$ cat src/hrhl_pkg.sv
package hrhl_pkg;

    typedef enum logic [2:0] {
        KIND_NONE    = 3'd0,
        KIND_METHOD  = 3'd1,
        KIND_URI     = 3'd2,
        KIND_VERSION = 3'd3,
        KIND_HEADER  = 3'd4,
        KIND_COLON   = 3'd5,
        KIND_VALUE   = 3'd6,
        KIND_NUMBER  = 3'd7
    } t_kind;

    localparam logic [7:0] CH_CR    = 8'h0D;
    localparam logic [7:0] CH_LF    = 8'h0A;
    localparam logic [7:0] CH_COLON = 8'h3A;
    localparam logic [7:0] CH_SPACE = 8'h20;
    localparam logic [7:0] CH_ZERO  = 8'h30;
    localparam logic [7:0] CH_NINE  = 8'h39;

    localparam logic [1:0] REQ_WORDS_MAX = 2'd3;

    typedef struct packed {
        logic       on_request_line;
        logic [1:0] request_words_seen;
        t_kind      open_token_kind;
        logic       last_token_colon;
    } t_lex_state;

    localparam t_lex_state LEX_STATE_RESET = '{
        on_request_line:    1'b1,
        request_words_seen: 2'd0,
        open_token_kind:    KIND_NONE,
        last_token_colon:   1'b0
    };

endpackage

$ cat src/hrhl_if.sv
interface hrhl_req_if;
    logic       valid;
    logic       ready;
    logic [7:0] in_byte;
    logic       start_of_message;

    modport source (output valid, output in_byte, output start_of_message, input ready);
    modport sink   (input valid, input in_byte, input start_of_message, output ready);
endinterface

interface hrhl_tok_if;
    logic       valid;
    logic       ready;
    logic [7:0] out_byte;
    logic [2:0] token_kind;
    logic       token_first;

    modport source (output valid, output out_byte, output token_kind, output token_first,
                    input ready);
    modport sink   (input valid, input out_byte, input token_kind, input token_first,
                    output ready);
endinterface

$ cat src/http_request_header_lexer_top.sv
// a byte moves from the input register to the result register and waits in either while
// the output is not ready; throughput is one byte per cycle while the output is ready, set
// by the single classification pass between the registers
// the lexer state is updated in the same pass, so consecutive bytes need no bubble
// reset (i_rst_n low, synchronous) empties both registers and returns the lexer to the
// request line; a byte with start_of_message set restarts the lexer as well
module http_request_header_lexer_top (
    input  logic        i_clk,
    input  logic        i_rst_n,
    hrhl_req_if.sink    i_req,
    hrhl_tok_if.source  o_tok
);

    // input register stage
    logic       r_in_valid;
    logic [7:0] r_in_byte;
    logic       r_in_som;

    // result register stage
    logic            r_out_valid;
    logic [7:0]      r_out_byte;
    hrhl_pkg::t_kind r_out_kind;
    logic            r_out_first;

    // lexer state, advanced once per classified byte
    hrhl_pkg::t_lex_state r_state;
    hrhl_pkg::t_lex_state n_state;
    hrhl_pkg::t_kind      n_kind;
    logic                 n_first;

    logic s_advance;
    logic s_in_take;

    // a byte moves into the result register when that register is free or being drained
    assign s_advance   = r_in_valid && (!r_out_valid || o_tok.ready);
    // input register takes a new transfer when empty or emptying this cycle
    assign i_req.ready = !r_in_valid || s_advance;
    assign s_in_take   = i_req.valid && i_req.ready;

    hrhl_classify u_classify (
        .i_byte       (r_in_byte),
        .i_som        (r_in_som),
        .i_state      (r_state),
        .o_next_state (n_state),
        .o_kind       (n_kind),
        .o_first      (n_first)
    );

    // control registers
    always_ff @(posedge i_clk) begin
        if (!i_rst_n) begin
            r_in_valid  <= 1'b0;
            r_out_valid <= 1'b0;
            r_state     <= hrhl_pkg::LEX_STATE_RESET;
        end else begin
            if (s_in_take) begin
                r_in_valid <= 1'b1;
            end else if (s_advance) begin
                r_in_valid <= 1'b0;
            end

            if (s_advance) begin
                r_out_valid <= 1'b1;
                r_state     <= n_state;
            end else if (o_tok.ready) begin
                r_out_valid <= 1'b0;
            end
        end
    end

    // payload registers, no reset needed
    always_ff @(posedge i_clk) begin
        if (s_in_take) begin
            r_in_byte <= i_req.in_byte;
            r_in_som  <= i_req.start_of_message;
        end
        if (s_advance) begin
            r_out_byte  <= r_in_byte;
            r_out_kind  <= n_kind;
            r_out_first <= n_first;
        end
    end

    assign o_tok.valid       = r_out_valid;
    assign o_tok.out_byte    = r_out_byte;
    assign o_tok.token_kind  = r_out_kind;
    assign o_tok.token_first = r_out_first;

    // a token start always carries a real kind
    a_first_has_kind: assert property (@(posedge i_clk) disable iff (!i_rst_n)
        r_out_valid && r_out_first |-> r_out_kind != hrhl_pkg::KIND_NONE)
        else $error("token start without a kind");

    // once in the header lines, only a restart brings back the request line
    a_stay_in_headers: assert property (@(posedge i_clk) disable iff (!i_rst_n)
        s_advance && !r_in_som && !r_state.on_request_line |=> !r_state.on_request_line)
        else $error("left header lines without a restart");

    // on the request line an open token is only ever a request word
    a_request_open_kind: assert property (@(posedge i_clk) disable iff (!i_rst_n)
        r_state.on_request_line |->
            (r_state.open_token_kind == hrhl_pkg::KIND_NONE
             || r_state.open_token_kind == hrhl_pkg::KIND_METHOD
             || r_state.open_token_kind == hrhl_pkg::KIND_URI
             || r_state.open_token_kind == hrhl_pkg::KIND_VERSION))
        else $error("bad open token on the request line");

    // a colon never stays open as a token
    a_colon_not_open: assert property (@(posedge i_clk) disable iff (!i_rst_n)
        s_advance && n_kind == hrhl_pkg::KIND_COLON |=>
            r_state.open_token_kind == hrhl_pkg::KIND_NONE && r_state.last_token_colon)
        else $error("colon left a token open");

endmodule

$ cat src/hrhl_classify.sv
module hrhl_classify (
    input  logic [7:0]          i_byte,
    input  logic                i_som,
    input  hrhl_pkg::t_lex_state i_state,
    output hrhl_pkg::t_lex_state o_next_state,
    output hrhl_pkg::t_kind     o_kind,
    output logic                o_first
);

    always_comb begin
        hrhl_pkg::t_lex_state st;
        hrhl_pkg::t_kind      kind;
        logic                 first;
        logic                 fresh;
        logic                 is_digit;
        logic                 is_eol;
        logic [1:0]           words_inc;

        st        = i_som ? hrhl_pkg::LEX_STATE_RESET : i_state;
        kind      = hrhl_pkg::KIND_NONE;
        first     = 1'b0;
        fresh     = 1'b1;
        is_digit  = (i_byte >= hrhl_pkg::CH_ZERO) && (i_byte <= hrhl_pkg::CH_NINE);
        is_eol    = (i_byte == hrhl_pkg::CH_CR) || (i_byte == hrhl_pkg::CH_LF);
        words_inc = st.request_words_seen + 2'd1;

        if (st.on_request_line) begin
            if (i_byte == hrhl_pkg::CH_CR) begin
                st.on_request_line = 1'b0;
                st.open_token_kind = hrhl_pkg::KIND_NONE;
            end else if (i_byte == hrhl_pkg::CH_SPACE) begin
                st.open_token_kind = hrhl_pkg::KIND_NONE;
            end else if (st.open_token_kind != hrhl_pkg::KIND_NONE) begin
                kind = st.open_token_kind;
            end else if (st.request_words_seen < hrhl_pkg::REQ_WORDS_MAX) begin
                st.request_words_seen = words_inc;
                kind                  = hrhl_pkg::t_kind'({1'b0, words_inc});
                first                 = 1'b1;
                st.open_token_kind    = kind;
            end
        end else begin
            // continue or close the open token
            case (st.open_token_kind)
                hrhl_pkg::KIND_VALUE: begin
                    if (is_eol) begin
                        st.open_token_kind = hrhl_pkg::KIND_NONE;
                    end else begin
                        kind  = hrhl_pkg::KIND_VALUE;
                        fresh = 1'b0;
                    end
                end
                hrhl_pkg::KIND_HEADER: begin
                    if (is_eol || i_byte == hrhl_pkg::CH_SPACE
                            || i_byte == hrhl_pkg::CH_COLON) begin
                        st.open_token_kind = hrhl_pkg::KIND_NONE;
                    end else begin
                        kind  = hrhl_pkg::KIND_HEADER;
                        fresh = 1'b0;
                    end
                end
                hrhl_pkg::KIND_NUMBER: begin
                    if (is_digit) begin
                        kind  = hrhl_pkg::KIND_NUMBER;
                        fresh = 1'b0;
                    end else begin
                        st.open_token_kind = hrhl_pkg::KIND_NONE;
                    end
                end
                default: begin
                    st.open_token_kind = hrhl_pkg::KIND_NONE;
                end
            endcase

            if (fresh) begin
                if (is_eol || i_byte == hrhl_pkg::CH_SPACE) begin
                    kind = hrhl_pkg::KIND_NONE;
                end else if (i_byte == hrhl_pkg::CH_COLON) begin
                    kind                = hrhl_pkg::KIND_COLON;
                    first               = 1'b1;
                    st.last_token_colon = 1'b1;
                end else if (is_digit) begin
                    kind                = hrhl_pkg::KIND_NUMBER;
                    first               = 1'b1;
                    st.open_token_kind  = hrhl_pkg::KIND_NUMBER;
                    st.last_token_colon = 1'b0;
                end else begin
                    kind = st.last_token_colon ? hrhl_pkg::KIND_VALUE
                                               : hrhl_pkg::KIND_HEADER;
                    first               = 1'b1;
                    st.open_token_kind  = kind;
                    st.last_token_colon = 1'b0;
                end
            end
        end

        o_next_state = st;
        o_kind       = kind;
        o_first      = first;
    end

endmodule
$ cat src/flat_wrapper.sv
// flat-port wrapper written by rule: the top's interface ports become plain ports
module http_request_header_lexer_top_flat 
  (i_clk, i_rst_n, i_req_valid, i_req_in_byte, i_req_start_of_message, i_req_ready, o_tok_valid, o_tok_out_byte, o_tok_token_kind, o_tok_token_first, o_tok_ready);
  hrhl_req_if i_req_i ();
  hrhl_tok_if o_tok_i ();
  input  logic i_clk;
  input  logic i_rst_n;
  input wire logic [$bits(i_req_i.valid)-1:0] i_req_valid;
  input wire logic [$bits(i_req_i.in_byte)-1:0] i_req_in_byte;
  input wire logic [$bits(i_req_i.start_of_message)-1:0] i_req_start_of_message;
  output wire logic [$bits(i_req_i.ready)-1:0] i_req_ready;
  output wire logic [$bits(o_tok_i.valid)-1:0] o_tok_valid;
  output wire logic [$bits(o_tok_i.out_byte)-1:0] o_tok_out_byte;
  output wire logic [$bits(o_tok_i.token_kind)-1:0] o_tok_token_kind;
  output wire logic [$bits(o_tok_i.token_first)-1:0] o_tok_token_first;
  input wire logic [$bits(o_tok_i.ready)-1:0] o_tok_ready;
  assign i_req_i.valid = i_req_valid;
  assign i_req_i.in_byte = i_req_in_byte;
  assign i_req_i.start_of_message = i_req_start_of_message;
  assign i_req_ready = i_req_i.ready;
  assign o_tok_valid = o_tok_i.valid;
  assign o_tok_out_byte = o_tok_i.out_byte;
  assign o_tok_token_kind = o_tok_i.token_kind;
  assign o_tok_token_first = o_tok_i.token_first;
  assign o_tok_i.ready = o_tok_ready;
  http_request_header_lexer_top u_core (.i_clk(i_clk), .i_rst_n(i_rst_n), .i_req(i_req_i), .o_tok(o_tok_i));
endmodule
$ cat config.mk
export PLATFORM = sky130hd
export DESIGN_NAME = http_request_header_lexer_top_flat
export DESIGN_NICKNAME = d
export VERILOG_FILES = /design/src/hrhl_pkg.sv /design/src/hrhl_if.sv /design/src/http_request_header_lexer_top.sv /design/src/hrhl_classify.sv /design/src/flat_wrapper.sv
export SDC_FILE = /design/constraint.sdc
export NUM_CORES = 1
export LEC_CHECK = 0
export ABC_AREA = 1
export BUFFER_PORTS_ARGS = -buffer_cell sky130_fd_sc_hd__buf_4
export CAP_MARGIN = 10
export CORE_MARGIN = 5
export CORE_UTILIZATION = 59
export DETAILED_ROUTE_END_ITERATION = 8
export PLACE_DENSITY = 0.89
export SLEW_MARGIN = 20
export SYNTH_ARGS = -nofsm -noshare
export SYNTH_HDL_FRONTEND = slang
export SYNTH_SLANG_ARGS = --single-unit
$ cat constraint.sdc
create_clock -name i_clk -period 3.7 [get_ports i_clk]
set_input_delay 0.37 -clock i_clk [delete_from_list [all_inputs] [get_ports i_clk]]
set_output_delay 0.37 -clock i_clk [all_outputs]
set_load 0.02 [all_outputs]
# [Word level (Yosys, flattened, before mapping)]
# Index checks and enable logic that the tools add are counted.
[op_classes] add_sub_neg=1 multipliers=0 n_div=0 order_cmp=3 eq_ne=7 shifts=0 n_mux=50 bitwise=0 reduce_logical=13
[ops] op="3-bit 2-to-1 mux" count=18
[ops] op="1-bit 2-to-1 mux" count=18
[ops] op="3-bit case mux with 3 select lines" count=2
[ops] op="8-bit by 4-bit equality test with 1-bit output (second input constant)" count=2
[ops] op="8-bit by 6-bit equality test with 1-bit output (second input constant)" count=2
[ops] op="2-bit 2-to-1 mux" count=6
[ops] op="5-bit 2-to-1 mux" count=2
[ops] op="3-bit equality test (second input constant)" count=3
[ops] op="8-bit by 6-bit >= comparator with 1-bit output (second input constant)" count=1
[ops] op="8-bit by 6-bit <= comparator with 1-bit output (second input constant)" count=1
[ops] op="4-bit 2-to-1 mux" count=2
[ops] op="7-bit 2-to-1 mux" count=1
[ops] op="1-bit logical OR" count=5
[ops] op="2-bit nonzero test" count=2
[ops] op="1-bit logical AND" count=3
[ops] op="1-bit case mux with 3 select lines" count=1
[ops] op="3-bit nonzero test" count=1
[ops] op="2-bit by 1-bit adder with 2-bit output (second input constant)" count=1
[ops] op="1-bit zero test" count=2
[ops] op="2-bit less-than comparator (second input constant)" count=1
[totals] regBits=30 latchBits=0 ram_bits=0 mem_bits_ro=0 output_inout_bits=14 memories=0

# [Depth between registers and ports, before layout]
[depth] depth_word=10 ltp_mapped=11 ltp_nobuf=11

# [Hierarchy]
# A second synthesis with hierarchy kept.
[hier_totals] hier_cells=192 area_unflattened_um2=1629.1
[modules_own_cells] mod="http_request_header_lexer_top" n_inst=1 cells_per_inst=77 area_each_um2=1039.7 seq_area_each_um2=810.8
[modules_own_cells] mod="hrhl_classify" n_inst=1 cells_per_inst=115 area_each_um2=589.3 seq_area_each_um2=0.0

# [Worst setup path before layout]
# No wires, ideal clock.
[synth_path] path_kind="flip-flop to flip-flop" start="register u_core.r_in_som" end="register u_core.r_out_kind[1] (netlist: u_core.o_tok.token_kind[1]) (data pin)" setup_time_ps=261 t_arrival_ps=1281 slack_ps=2158 path_stages_with_launch=8 n_path_buf=0 cell_sequence="edfxtp_1 -> nor2_1 -> inv_1 -> ha_1 -> nand2_1 -> nand2_1 -> nand2_1 -> nand3_1"
[synth_between] elab_chain_cells=7 elab_cells_between_ends=20 cone_classes="add/sub (1); order compare (1); eq/ne (3); mux (14); reduce/logical (1)"
[synth_lines] item="start: declaration" line="http_request_header_lexer_top.sv:17" source="logic r_in_som;"
[synth_lines] item="start signal: assignment" line="http_request_header_lexer_top.sv:75" source="r_in_som <= i_req.start_of_message;"
[synth_lines] item="7-bit 2-to-1 mux (*)" line="hrhl_classify.sv:19" source="st = i_som ? hrhl_pkg::LEX_STATE_RESET : i_state;"
[synth_lines] item="2-bit by 1-bit adder with 2-bit output, or another cell as far along" line="hrhl_classify.sv:25" source="words_inc = st.request_words_seen + 2'd1;"
[synth_lines] item="2-bit 2-to-1 mux, on equally long branches" line="hrhl_classify.sv:35, hrhl_classify.sv:81"
[synth_lines] item="3-bit 2-to-1 mux or 2-bit 2-to-1 mux (tied branches)" line="hrhl_classify.sv:33, hrhl_classify.sv:77"
[synth_lines] item="3-bit 2-to-1 mux, on equally long branches" line="hrhl_classify.sv:31, hrhl_classify.sv:75"
[synth_lines] item="3-bit 2-to-1 mux, on equally long branches" line="hrhl_classify.sv:28, hrhl_classify.sv:74"
[synth_lines] item="3-bit 2-to-1 mux (*)" line="hrhl_classify.sv:27" source="if (st.on_request_line) begin"
[synth_lines] item="named net u_core.n_kind[1]" line="http_request_header_lexer_top.sv:28" source="hrhl_pkg::t_kind n_kind;"
[synth_lines] item="end signal: assignment" line="http_request_header_lexer_top.sv:79" source="r_out_kind <= n_kind;"
[synth_lines] item="end: declaration" line="http_request_header_lexer_top.sv:22" source="hrhl_pkg::t_kind r_out_kind;"
# The timed path passes the listed nets; every way through them passes the cells marked *. The select of a mux whose other input is x is not followed.
# A chain may end at the register's enable or synchronous reset.

# [Worst setup path in the final report]
[layout_path] start="register u_core.r_in_som" end="register u_core.r_state[2] in the netlist's numbering"
[layout_between] elab_chain_cells=7 elab_cells_between_ends=23 cone_classes="add/sub (1); order compare (1); eq/ne (3); mux (17); reduce/logical (1)"
[layout_lines] item="7-bit 2-to-1 mux (*)" line="hrhl_classify.sv:19"
[layout_lines] item="2-bit by 1-bit adder with 2-bit output, or another cell as far along" line="hrhl_classify.sv:25"
[layout_lines] item="5-bit 2-to-1 mux, or another cell as far along" line="hrhl_classify.sv:35" source="end else if (st.request_words_seen < hrhl_pkg::REQ_WORDS_MAX) begin"
[layout_lines] item="5-bit 2-to-1 mux or 3-bit 2-to-1 mux (tied branches)" line="hrhl_classify.sv:33, hrhl_classify.sv:77"
[layout_lines] item="3-bit 2-to-1 mux or 4-bit 2-to-1 mux (tied branches)" line="hrhl_classify.sv:31, hrhl_classify.sv:75"
[layout_lines] item="3-bit 2-to-1 mux or 4-bit 2-to-1 mux (tied branches)" line="hrhl_classify.sv:28, hrhl_classify.sv:74"
[layout_lines] item="3-bit 2-to-1 mux (*)" line="hrhl_classify.sv:27"
[layout_lines] item="end signal: assignment" line="http_request_header_lexer_top.sv:54" source="r_state <= hrhl_pkg::LEX_STATE_RESET;"
[layout_lines] item="end signal: assignment" line="http_request_header_lexer_top.sv:64" source="r_state <= n_state;"
[layout_lines] item="end: declaration" line="http_request_header_lexer_top.sv:26" source="hrhl_pkg::t_lex_state r_state;"
# Mark *: on every way between the ends. The rest lies on a longest branch, timed or not. The select of a mux whose other input is x is not followed.

==> metrics.txt <==
status=completed; Gate power share=0.145; Pwr Total=0.000705 W; DRC Markers=0; Hold Violations, Final=0; Slew headroom=0.558; startpoint types=flop; initial antenna violation count=0; total via count in the routed design=1328; antenna viol nets, final=0; kind of critical path=reg -> reg; finished layout cell area=around 0.0018 sq mm; Total GRT Usage=0.204; post_cts resized=0; Worst-Skew Late Latency=0.33 ns; Mapped Cells=175; final setup vio count=0; R2R Path End=u_core.r_state[2]$_SDFFE_PN0P_; Placed Area=0.00178 sq mm; Final Slew Violations=0; Top FF cell, synth=edfxtp_1; chip width=61.3 um; internal power=0.000512 W; setup TNS=0 ns; dominant cell type by area after synthesis=edfxtp_1; Final Hold Slack=0.203 ns; clock transition at the registers of the reported paths=~0.10 ns; PortBufs=26; HP Class=in -> reg; R2R depth=9; initial DRC count=63; synthesized area per cell=around 8.9 sq um; vias per inst=5.56; crit path capture type=flop; yosys warns=0; Reg power frac=0.563; TritonCTS clock tree=yes; min Tclk post-route=~1.8 ns; Req. time, crit path=3.93 ns; Max Cap Violations=0; Clock Skew=around 0.012 ns; vias in the first global route=1269; FP Rows=18; first-pass GRT wire length=5510 um; Max Root-Sink Buffers=2; Worst R2R Start=u_core.r_in_som$_DFFE_PP_; ys async rst share=0; post-synthesis cell type count=27; PwrDens=roughly 380 mW/mm^2; CTS Root Cell=clkbuf_4; Sw Pwr=about 0.00019 W; layout cell share with drive strength beyond 1=0.311; Die Y=approximately 60 um; flop-to-flop setup slack=roughly 1.9 ns; Fill cells=183; clock power share=0.292; final antenna diode count=0; Hold EP=u_core.r_in_byte[0]$_DFFE_PP_; Layout area overhead=19.1%; Switching Share=0.273; Routed WL per cell=13.8 um; crit path max fanout=4; hold_buf cts=0; hold path start=i_req_in_byte[0]; Num CTS Buffers=5; Total Die Area=between 0.003 and 0.004 sq mm; Fmax=0.562 GHz; GPL Wtd Cong=0.913; GRT Residual Overflow=0; Seq/Total Area, Yosys=0.523; crit path from=u_core.r_in_som$_DFFE_PP_; H-tree depth=2; IO Pins=27; Synth top area share=0.407; post-layout util=0.739; VDD IR-drop max=0.000417 V; ranking of synthesized cells by area=edfxtp_1, dfxtp_1, nand2_1; Mapped Area=~0.0016 sq mm; Mapped Nets=191; Final #Nets=between 200 and 250; largest net degree at the start of global routing=20; RSZ-0062 raised after global routing=no; core area=0.00250 sq mm; # Post-CTS Setup Buffers=0; Final Cycle Share=0.481; initial core utilization=0.620; worst path arrival time=2.01 ns; FF+latch count, synth=30; Leak=0.870 nW; DP HPWL=2540 um; Pre-antenna DRT Iters=5; hold path depth=1; Post-synth EDFFs=21; Sink Count=30; drt total wl=3290 um; Worst-Margin Slew=0.663 ns
## cells by family after synthesis
family          after synthesis  share of synthesized area
compound gates               33                      0.125
fa+ha+maj                     3                     0.0242
buf+inv                      32                     0.0791
flops                        30                      0.523
simple gates                 77                      0.249
## through the flow
stage | worst slack [ns] | cells
6_report | 1.92 | 239
5_1_grt | 1.78 | 239
4_1_cts | 1.92 | 239
3_5_place_dp | 1.94 | 231
3_3_place_gp | 2.02 | 231
2_1_floorplan | 2.16 | 175
## power groups by stage
stage	clock network [W]	logic (W)	registers (W)
after floorplan	0	0.0000569	0.000410
after global placement	0	0.0000972	0.000402
after detailed placement	0	0.000101	0.000404
after CTS	0.000208	0.000102	0.000396
after global routing	0.000227	0.000113	0.000398
final	0.000206	0.000102	0.000397
## sequential cells by signal (all words and copies together), names as in the netlist
name,cells
u_core.r_in_valid,1
u_core.r_in_byte,8
u_core.o_tok.out_byte,8
u_core.r_in_som,1
u_core.o_tok.token_first,1
u_core.r_state,7
u_core.o_tok.token_kind,3
u_core.o_tok.valid,1
## layout by cell type, fill, tap and decap left out, types with 2 or more instances in the layout
| cell | count |
|---|---|
| a21oi_1 | 12 |
| a31oi_1 | 2 |
| buf_4 | 26 |
| clkbuf_4 | 5 |
| dfxtp_1 | 9 |
| edfxtp_1 | 21 |
| ha_1 | 3 |
| inv_1 | 23 |
| inv_2 | 7 |
| nand2_1 | 33 |
| nand2_2 | 8 |
| nand3_1 | 7 |
| nand3_2 | 3 |
| nand4_2 | 2 |
| nor2_1 | 16 |
| nor2_2 | 4 |
| o21ai_0 | 5 |
| o21ai_1 | 8 |
| o21ai_2 | 2 |
## routing by layer
layer  global-route usage  share of wire  vias up
met1                0.239           0.39      607
met5                    0              0        -
met2                0.344           0.49       71
met4               0.0805          0.026        0
met3               0.0671          0.094       12
li1                     -              -      638
## area by class of cell
class                           instances  area [sq um]  area share
Clock buffer                            6          51.3      0.0278
Timing Repair Buffer                   26           195       0.106
Multi-Input combinational cell        113           617       0.334
Clock inverter                          2          12.5     0.00678
Sequential cell                        30           811       0.439
Inverter                               32           123      0.0664
Tap cell                               30          37.5      0.0203
## worst max-delay path by stage
stage / end / slack, ns
6_report: u_core.r_state[2]$_SDFFE_PN0P_ / 1.92
5_1_grt: u_core.r_state[2]$_SDFFE_PN0P_ / 1.78
4_1_cts: u_core.o_tok.token_kind[1]$_DFFE_PP_ / 1.92
3_5_place_dp: u_core.r_state[4]$_SDFFE_PN0P_ / 1.94
3_3_place_gp: u_core.o_tok.token_kind[1]$_DFFE_PP_ / 2.02
2_1_floorplan: u_core.o_tok.token_kind[1]$_DFFE_PP_ / 2.16
## worst max-delay path, cell delays in order (launching register included)
cell	delay [ns]
edfxtp_1	0.50
nor2_1	0.36
inv_1	0.11
ha_1	0.28
nand2_1	0.07
nand2_1	0.06
nand3_1	0.08
nand4_1	0.10
nand2_1	0.09
inv_1	0.03
## Yosys cell counts, types with 4 or more instances
cell type and n:
inv_1 23, o21ai_0 5, nor2_1 16, a21oi_1 12, inv_2 7, edfxtp_1 21, nor2_2 4, nand3_1 7
o21ai_1 8, nand2_2 8, dfxtp_1 9, nand2_1 33
Power figures use the tool's default switching activity.
